### src/stride_scheduler_macros.svh
// Assertion helpers shared by the stride scheduler RTL.
`ifndef STRIDE_SCHEDULER_MACROS_SVH
`define STRIDE_SCHEDULER_MACROS_SVH

// The consequent must hold in the same cycle as the antecedent.
`define STSCH_ASSERT_NOW(label, ante, cons, msg) \
  label: assert property (@(posedge clk) disable iff (rst) (ante) |-> (cons)) \
    else $error(msg);

// The consequent must hold in the cycle after the antecedent.
`define STSCH_ASSERT_NEXT(label, ante, cons, msg) \
  label: assert property (@(posedge clk) disable iff (rst) (ante) |=> (cons)) \
    else $error(msg);

`endif

### src/stsch_pkg.sv
package stsch_pkg;

  // Result status codes.
  typedef enum logic [2:0] {
    ST_ADDED        = 3'd0,
    ST_SCHEDULED    = 3'd1,
    ST_FULL         = 3'd2,
    ST_ZERO_TICKETS = 3'd3,
    ST_EMPTY        = 3'd4
  } status_t;

  // Operations of the shared arithmetic unit.
  typedef enum logic [0:0] {
    ALU_SUB = 1'b0,
    ALU_ADD = 1'b1
  } alu_op_t;

  // Input word.
  typedef struct packed {
    logic        kind;
    logic [7:0]  process_id;
    logic [15:0] tickets;
  } in_t;

  // Result word.
  typedef struct packed {
    status_t     status;
    logic [3:0]  winner_slot;
    logic [7:0]  winner_id;
    logic [31:0] winner_pass;
    logic [31:0] winner_wins;
  } out_t;

  // One row of the process table.
  typedef struct packed {
    logic [7:0]  id;
    logic [15:0] stride;
    logic [31:0] pass;
    logic [31:0] wins;
  } entry_t;

  // Request to and answer from the shared arithmetic unit.
  typedef struct packed {
    alu_op_t     op;
    logic [31:0] a;
    logic [31:0] b;
  } alu_req_t;

  typedef struct packed {
    logic [31:0] value;
    logic        flag;
  } alu_rsp_t;

  // Input kinds.
  localparam logic KIND_ADD  = 1'b0;
  localparam logic KIND_TICK = 1'b1;

  // Configuration port.
  localparam int unsigned CFG_ADDR_W = 3;
  localparam int unsigned CFG_DATA_W = 32;
  localparam logic [0:0]  REG_NUMERATOR = 1'b0;
  localparam logic [15:0] NUMERATOR_RESET = 16'd10000;

  // Restoring divide of a 16-bit numerator takes one step per quotient bit.
  localparam int unsigned DIV_STEPS = 16;

endpackage

### src/stsch_alu.sv
// Shared arithmetic unit: a 32-bit subtract that reports the borrow, or a
// 32-bit add that saturates at the top of the range and reports the carry.
module stsch_alu (
  input  stsch_pkg::alu_req_t req,
  output stsch_pkg::alu_rsp_t rsp
);
  import stsch_pkg::*;

  logic [32:0] diff;
  logic [32:0] sum;

  assign diff = {1'b0, req.a} - {1'b0, req.b};
  assign sum  = {1'b0, req.a} + {1'b0, req.b};

  // Select the operation; a carry out of the add pins the result to all ones.
  always_comb begin
    unique case (req.op)
      ALU_SUB: begin
        rsp.value = diff[31:0];
        rsp.flag  = diff[32];
      end
      ALU_ADD: begin
        rsp.flag  = sum[32];
        rsp.value = sum[32] ? 32'hFFFF_FFFF : sum[31:0];
      end
      default: begin
        rsp.value = diff[31:0];
        rsp.flag  = diff[32];
      end
    endcase
  end

endmodule

### src/stride_scheduler.sv
// Stride scheduler over a table of up to MAX_PROCESSES processes.
// Input channel (in_valid, in_stall, in_data): an add word stores a process id
// with stride = numerator / tickets; a tick word picks the entry with the
// lowest pass value (the newest entry on ties), adds its stride to its pass
// value and counts a win. Every input word gives exactly one result word on
// the output channel (out_valid, out_stall, out_data).
// One input word is worked on at a time; in_stall is high while it is busy.
// An add runs a restoring division on the shared subtractor, then writes the
// new table row and hands the result off. In a tick the table memory is read
// one row a cycle and the shared subtractor compares each pass value with
// the best so far, then the same unit forms the saturated pass and win counts.
// Rejected adds and ticks on an empty table go straight to the handoff.
// In every case the result becomes valid in the same cycle in which the next
// word can be taken.
// The result sits in an output register, so the next word is accepted while
// the receiver stalls; a finished word waits only if that register is full
// and the receiver stalls. Reset empties the table and sets the numerator to
// 10000. The numerator is written through the APB port at byte address 0.
module stride_scheduler #(
  parameter int unsigned MAX_PROCESSES = 16
) (
  input  logic                                 clk,
  input  logic                                 rst,
  input  logic                                 in_valid,
  output logic                                 in_stall,
  input  stsch_pkg::in_t                       in_data,
  output logic                                 out_valid,
  input  logic                                 out_stall,
  output stsch_pkg::out_t                      out_data,
  input  logic                                 psel,
  input  logic                                 penable,
  input  logic                                 pwrite,
  input  logic [stsch_pkg::CFG_ADDR_W-1:0]     paddr,
  input  logic [stsch_pkg::CFG_DATA_W-1:0]     pwdata,
  output logic [stsch_pkg::CFG_DATA_W-1:0]     prdata,
  output logic                                 pready
);
  import stsch_pkg::*;

  `include "stride_scheduler_macros.svh"

  localparam int unsigned SLOT_W = $clog2(MAX_PROCESSES);
  localparam int unsigned CNT_W  = $clog2(MAX_PROCESSES + 1);
  localparam int unsigned STEP_W = $clog2(DIV_STEPS);

  typedef enum logic [6:0] {
    S_IDLE = 7'b0000001,
    S_DIV  = 7'b0000010,
    S_ADDW = 7'b0000100,
    S_SCAN = 7'b0001000,
    S_PASS = 7'b0010000,
    S_WINS = 7'b0100000,
    S_EMIT = 7'b1000000
  } state_t;

  state_t state;
  state_t state_next;

  logic [15:0]       numerator;
  logic [CNT_W-1:0]  count;
  logic              in_fire;
  status_t           start_status;

  // Division registers.
  logic [15:0]       div_tickets;
  logic [15:0]       num_sh;
  logic [15:0]       rem;
  logic [15:0]       quo;
  logic [16:0]       rem_sh;
  logic [STEP_W-1:0] step;
  logic [7:0]        add_id;

  // Scan registers.
  logic [SLOT_W-1:0] scan_addr;
  logic [SLOT_W-1:0] rd_slot;
  logic              scan_more;
  logic              cmp_ok;
  logic              have_best;
  entry_t            best;
  logic [SLOT_W-1:0] best_slot;
  logic [31:0]       new_pass;

  // Table memory.
  entry_t            mem [MAX_PROCESSES];
  entry_t            rd_data;
  logic              wr_en;
  logic [SLOT_W-1:0] wr_addr;
  entry_t            wr_data;

  out_t              res;
  alu_req_t          alu_req;
  alu_rsp_t          alu_rsp;

  stsch_alu u_alu (
    .req (alu_req),
    .rsp (alu_rsp)
  );

  // Configuration port: one register, no wait states.
  assign pready = 1'b1;

  always_comb begin
    if (paddr[CFG_ADDR_W-1:2] == REG_NUMERATOR) begin
      prdata = {16'b0, numerator};
    end else begin
      prdata = '0;
    end
  end

  always_ff @(posedge clk) begin
    if (rst) begin
      numerator <= NUMERATOR_RESET;
    end else if (psel && penable && pwrite && pready &&
                 paddr[CFG_ADDR_W-1:2] == REG_NUMERATOR) begin
      numerator <= pwdata[15:0];
    end
  end

  // Input handshake: a word is taken only when the sequencer is idle.
  assign in_stall = (state != S_IDLE);
  assign in_fire  = in_valid && !in_stall;
  assign rem_sh   = {rem, num_sh[15]};

  // Status known at acceptance; a tick that runs is marked scheduled later.
  always_comb begin
    start_status = ST_ADDED;
    if (in_data.kind == KIND_ADD) begin
      if (in_data.tickets == 16'd0) begin
        start_status = ST_ZERO_TICKETS;
      end else if (count >= CNT_W'(MAX_PROCESSES)) begin
        start_status = ST_FULL;
      end
    end else if (count == '0) begin
      start_status = ST_EMPTY;
    end
  end

  // Operand selection for the shared unit.
  always_comb begin
    alu_req.op = ALU_SUB;
    alu_req.a  = '0;
    alu_req.b  = '0;
    unique case (state)
      S_DIV: begin
        alu_req.op = ALU_SUB;
        alu_req.a  = {15'b0, rem_sh};
        alu_req.b  = {16'b0, div_tickets};
      end
      S_SCAN: begin
        alu_req.op = ALU_SUB;
        alu_req.a  = rd_data.pass;
        alu_req.b  = best.pass;
      end
      S_PASS: begin
        alu_req.op = ALU_ADD;
        alu_req.a  = best.pass;
        alu_req.b  = {16'b0, best.stride};
      end
      S_WINS: begin
        alu_req.op = ALU_ADD;
        alu_req.a  = best.wins;
        alu_req.b  = 32'd1;
      end
      default: begin
        alu_req.op = ALU_SUB;
      end
    endcase
  end

  // Table writes: a new row after the divide, the updated winner after a tick.
  always_comb begin
    wr_en   = 1'b0;
    wr_addr = best_slot;
    wr_data = best;
    unique case (state)
      S_ADDW: begin
        wr_en   = 1'b1;
        wr_addr = SLOT_W'(count);
        wr_data = '{id: add_id, stride: quo, pass: 32'd0, wins: 32'd0};
      end
      S_WINS: begin
        wr_en   = 1'b1;
        wr_addr = best_slot;
        wr_data = '{id: best.id, stride: best.stride, pass: new_pass,
                    wins: alu_rsp.value};
      end
      default: begin
        wr_en = 1'b0;
      end
    endcase
  end

  always_ff @(posedge clk) begin
    if (wr_en) begin
      mem[wr_addr] <= wr_data;
    end
    rd_data <= mem[scan_addr];
  end

  // Sequencer.
  always_comb begin
    state_next = state;
    unique case (state)
      S_IDLE: begin
        if (in_fire) begin
          if (in_data.kind == KIND_ADD) begin
            if (in_data.tickets == 16'd0 || count >= CNT_W'(MAX_PROCESSES)) begin
              state_next = S_EMIT;
            end else begin
              state_next = S_DIV;
            end
          end else if (count == '0) begin
            state_next = S_EMIT;
          end else begin
            state_next = S_SCAN;
          end
        end
      end
      S_DIV: begin
        if (step == STEP_W'(DIV_STEPS - 1)) begin
          state_next = S_ADDW;
        end
      end
      S_ADDW: begin
        state_next = S_EMIT;
      end
      S_SCAN: begin
        if (!scan_more && cmp_ok) begin
          state_next = S_PASS;
        end
      end
      S_PASS: begin
        state_next = S_WINS;
      end
      S_WINS: begin
        state_next = S_EMIT;
      end
      S_EMIT: begin
        if (!out_valid || !out_stall) begin
          state_next = S_IDLE;
        end
      end
      default: begin
        state_next = S_IDLE;
      end
    endcase
  end

  // Control state.
  always_ff @(posedge clk) begin
    if (rst) begin
      state     <= S_IDLE;
      count     <= '0;
      out_valid <= 1'b0;
    end else begin
      state <= state_next;
      if (state == S_ADDW) begin
        count <= count + 1'b1;
      end
      if (state == S_EMIT && (!out_valid || !out_stall)) begin
        out_valid <= 1'b1;
      end else if (!out_stall) begin
        out_valid <= 1'b0;
      end
    end
  end

  // Datapath registers.
  always_ff @(posedge clk) begin
    unique case (state)
      S_IDLE: begin
        if (in_fire) begin
          res <= '{status: start_status, winner_slot: 4'd0, winner_id: 8'd0,
                   winner_pass: 32'd0, winner_wins: 32'd0};
          add_id      <= in_data.process_id;
          div_tickets <= in_data.tickets;
          num_sh      <= numerator;
          rem         <= '0;
          step        <= '0;
          scan_addr   <= SLOT_W'(count - 1'b1);
          scan_more   <= 1'b1;
          cmp_ok      <= 1'b0;
          have_best   <= 1'b0;
        end
      end
      S_DIV: begin
        // One quotient bit per cycle; keep the difference when it did not borrow.
        if (!alu_rsp.flag) begin
          rem <= alu_rsp.value[15:0];
        end else begin
          rem <= rem_sh[15:0];
        end
        quo    <= {quo[14:0], !alu_rsp.flag};
        num_sh <= {num_sh[14:0], 1'b0};
        step   <= step + 1'b1;
      end
      S_ADDW: begin
        res.winner_slot <= 4'(count);
        res.winner_id   <= add_id;
      end
      S_SCAN: begin
        // Strictly lower pass values replace the best, so the newest wins ties.
        if (cmp_ok && (!have_best || alu_rsp.flag)) begin
          best      <= rd_data;
          best_slot <= rd_slot;
          have_best <= 1'b1;
        end
        if (scan_more) begin
          rd_slot <= scan_addr;
          cmp_ok  <= 1'b1;
          if (scan_addr == '0) begin
            scan_more <= 1'b0;
          end else begin
            scan_addr <= scan_addr - 1'b1;
          end
        end else begin
          cmp_ok <= 1'b0;
        end
      end
      S_PASS: begin
        new_pass <= alu_rsp.value;
      end
      S_WINS: begin
        res <= '{status: ST_SCHEDULED, winner_slot: 4'(best_slot),
                 winner_id: best.id, winner_pass: best.pass,
                 winner_wins: alu_rsp.value};
      end
      S_EMIT: begin
        if (!out_valid || !out_stall) begin
          out_data <= res;
        end
      end
      default: begin
      end
    endcase
  end

  // Checks on the sequencer and the table.
  `STSCH_ASSERT_NOW(a_count_bound, 1'b1, count <= CNT_W'(MAX_PROCESSES), "table count overflow")
  `STSCH_ASSERT_NEXT(a_add_count, state == S_ADDW, count == $past(count) + 1'b1, "add not counted")
  `STSCH_ASSERT_NOW(a_best_slot, state == S_PASS, CNT_W'(best_slot) < count, "winner beyond table")
  `STSCH_ASSERT_NOW(a_div_rem, state == S_DIV, rem < div_tickets, "divide remainder too large")
  `STSCH_ASSERT_NEXT(a_emit_out, state == S_EMIT && (!out_valid || !out_stall), out_valid, "result lost")

endmodule

### config.mk
export PLATFORM = sky130hd
export DESIGN_NAME = stride_scheduler
export DESIGN_NICKNAME = d
export VERILOG_FILES = /design/src/stsch_pkg.sv /design/src/stsch_alu.sv /design/src/stride_scheduler.sv
export VERILOG_INCLUDE_DIRS = /design/src /design/src/src
export SDC_FILE = /design/constraint.sdc
export NUM_CORES = 2
export LEC_CHECK = 0
export BUFFER_PORTS_ARGS = -buffer_cell sky130_fd_sc_hd__buf_2
export CORE_MARGIN = 2
export CORE_UTILIZATION = 60
export DETAILED_ROUTE_END_ITERATION = 8
export HOLD_SLACK_MARGIN = 0.02
export PLACE_DENSITY = 0.77
export REMOVE_ABC_BUFFERS = 1
export SYNTH_ARGS = -nofsm -noshare
export SYNTH_HDL_FRONTEND = slang
export SYNTH_SLANG_ARGS = --single-unit
export TNS_END_PERCENT = 100
### constraint.sdc
create_clock -name clk -period 16.25 [get_ports clk]
set_input_delay 2.4375 -clock clk [delete_from_list [all_inputs] [get_ports clk]]
set_output_delay 2.4375 -clock clk [all_outputs]
set_load 0.02 [all_outputs]
==> summary.txt <==
Synth
  • Yosys cell types: between 80 and 90
  • Mapped Cells: ~3800
  • Synth Flop Type: edfxtp_1
  • Post-synth EDFFs: ~1800
  • Ys async rst share: 0
  • Area of the mapped netlist: ~74000 sq um
  • Synthesized area per cell: between 15 and 20 sq um
  • Register area share after synthesis: 0.751
  • Synth Warn #: 0
  • Synth Register Bits: roughly 1900

STA
  • Rel. slew slack: 0.240
  • Setup violations, final: 0
  • RSZ-0062 raised after global routing: false
  • Post-route clock period utilization: 0.486
  • Worst-margin pin slew: 1.14 ns
  • Skew final: about 0.035 ns
  • Fmax: approximately 130 MHz
  • Final min period: approximately 8 ns
  • Final Max Tran Viols: 0
  • Hold Fails Final Rpt: 0
  • Setup_tns: 0 ns
  • Hold_ws: 0.404 ns

Critical path
  • Worst setup EP type: flop
  • Crit path max fanout: 51
  • R2R setup slack: ~8.4 ns
  • Element type at the critical path start: flop
  • CP Data Arrival Time: 8.32 ns
  • Reg2reg end: best[23]
  • Crit path required time: 16.68 ns
  • Reg2reg path depth: 22
  • R2R Path Start: state[4]
  • Crit Path Class: reg -> reg

Clocking
  • Clock sinks: between 1500 and 2000
  • Post-CTS resize count: 0
  • CTS clk-pin slew, worst paths: 0.06 ns
  • Hold-fix buffers, CTS: 0
  • Worst-Skew Late Latency: around 0.84 ns
  • Post CTS Setup Buffer Count: 0
  • Clk root buf: clkbuf_16
  • CTS max path bufs: 3
  • Num CTS Buffers: around 180
  • CTS tree: done
  • H-Tree Depth: 4

Min path
  • Worst hold path class: reg -> reg
  • Hold Path End: best[72]
  • Hold depth: 0
  • Worst Hold Launch: rd_data[72]

Finish
  • Fin cells: between 5000 and 6000
  • Proportion of layout cells with a drive suffix above 1: 0.242
  • Fill cell instance count of the final layout: between 7000 and 8000
  • Syn-to-layout area delta: 11.6%
  • Most frequent cells in the layout: edfxtp_1 (1777), mux4_2 (440), nand2_1 (255), clkbuf_16 (180), buf_2 (145)
  • Nets: 4112
  • Most common cell after layout, fill and taps aside: edfxtp_1

Routing
  • Post-route DRC: 2
  • First drt pass iteration count: 9
  • Antenna Nets Post-Route: 0
  • Final WL: 177 mm
  • Initial DRC Count: 5935
  • WL per Instance: between 30 and 40 um
  • Routed vias/inst: 6.73
  • Vias: between 30000 and 40000

Die
  • Number of top-level pins: 181
  • FP Rows: roughly 130
  • Die Span Y: between 300 and 400 um
  • Die X: about 360 um
  • Initial Util: 0.607
  • Die area: between 100000 and 150000 sq um
  • Core Area: around 120000 sq um

Placement
  • DP Wirelength: ~96 mm
  • Placed cells: ~5400
  • I/O Buffers: about 150
  • Final GP Congestion: just over 0.9

GRT
  • Largest net degree at the start of global routing: 103
  • Number of global-route vias before repair: between 30000 and 40000
  • Overall Global Routing Usage: 0.284
  • First-pass GRT wire length: about 260 mm
  • Initial antenna violation count: 4
  • GRT Residual Overflow: 0

Run status
  • Failing checks: design-rule violations
  • Outcome: complete, but fails checks

Power
  • Peak supply drop: roughly 0.12 mV
  • Total power: 9.81 mW
  • Leak pwr: between 20 and 30 nW
  • Pwr dens: 119 nW/um^2

Job
  • Maxcap violations: 0
[kinds of logic (layout without fill, tap and decap cells)]
family / Yosys count / after routing / share of synthesized area
other: 2 / 18 / 0.000101
flip-flops: 1894 / 1894 / 0.751
buffers and inverters: 316 / 645 / 0.0173
AO/OA/AOI/OAI: 465 / 465 / 0.0459
XOR/XNOR: 21 / 21 / 0.00248
adder cells (fa/ha/maj): 70 / 70 / 0.0120
AND/OR/NAND/NOR: 565 / 565 / 0.0361
multiplexers: 447 / 447 / 0.135
[worst max-delay path: stages, from the launching register on]
cell	delay (ns)
dfxtp_1	0.36
or3_1	0.41
or3_1	0.37
or3b_2	0.61
inv_2	0.34
buf_4	0.65
a22o_1	0.26
a221oi_1	0.08
inv_1	0.12
ha_1	0.17
inv_1	0.06
fa_1	0.45
nor2_1	0.17
o311ai_1	0.19
a211oi_1	0.40
o211ai_1	0.29
a21o_2	0.43
nor2_1	0.23
a21oi_2	0.05
buf_4	0.23
and3_1	0.26
nor2_4	0.33
buf_4	0.91
[worst max path at each step]
| stage | start | endpoint | slack [ns] | cells after the start |
|---|---|---|---|---|
| after detailed placement | state[4] | best[20] | 8.52 | 22 |
| after global placement | state[4] | best[20] | 8.59 | 22 |
| after CTS | state[4] | best[24] | 8.37 | 22 |
| after floorplan | scan_addr[0] | rd_slot[0] | 0.82 | 0 |
| after global routing | state[4] | best[47] | 7.91 | 22 |
| final | state[4] | best[23] | 8.36 | 22 |
[power breakdown]
| group | internal, mW | total, mW | switching (mW) |
|---|---|---|---|
| combinational | 0.0941 | 0.299 | 0.205 |
| sequential | 5.35 | 5.37 | 0.0239 |
| clock | 2.33 | 4.14 | 1.80 |
[flip-flops by register name, indices dropped and copies added, names as in the netlist, 7 cells and up]
name and cells:
best 88, numerator 16, rd_data 88, mem 1408
res 79, state 7, quo 16, add_id 8
new_pass 32, out_data 79, div_tickets 16, num_sh 16
rem 16
[area by class of cell]
cell class | instances | area [sq um] | area share
sequential | 1894 | 55700 | 0.674
timing repair buffer | 228 | 1360 | 0.0165
antenna | 1 | 2.50 | 0.0000303
clock inverter | 95 | 947 | 0.0115
clock buffer | 234 | 4910 | 0.0593
inverter | 88 | 330 | 0.00399
multi-input combinational | 1585 | 17400 | 0.211
tap | 1625 | 2030 | 0.0246
[cell usage after synthesis, types with 29 or more instances]
library cell  number  share of area
edfxtp_1        1777           0.72
mux4_2           440           0.13
nand2_1          256          0.013
clkbuf_1         165         0.0084
dfxtp_1          117          0.032
a21oi_1          106         0.0072
inv_1             86         0.0044
nor2_1            75         0.0038
ha_1              68          0.011
a22o_1            43         0.0051
and3_1            41         0.0035
a21o_1            39         0.0039
nor3_1            36         0.0024
a22oi_1           34         0.0034
nor2b_1           32         0.0027
a222oi_1          30         0.0041
and2_1            30         0.0025
o21ai_0           29         0.0020
[per-layer routing]
metal	GRT usage	wire length (um)
met1	0.413	66800
met4	0.0812	4820
met3	0.0614	21200
met2	0.444	84300
met5	0	37
[per-stage QoR]
step | setup slack, ns | instance area [sq um] | util
final | 8.36 | 82700 | 0.677
after global placement | 8.59 | 76800 | 0.629
after floorplan | 0.822 | 73200 | -
after global routing | 7.91 | 82700 | 0.677
after detailed placement | 8.52 | 76800 | 0.629
after CTS | 8.37 | 82700 | 0.677
No activity file was read; power rests on OpenSTA's default activity.
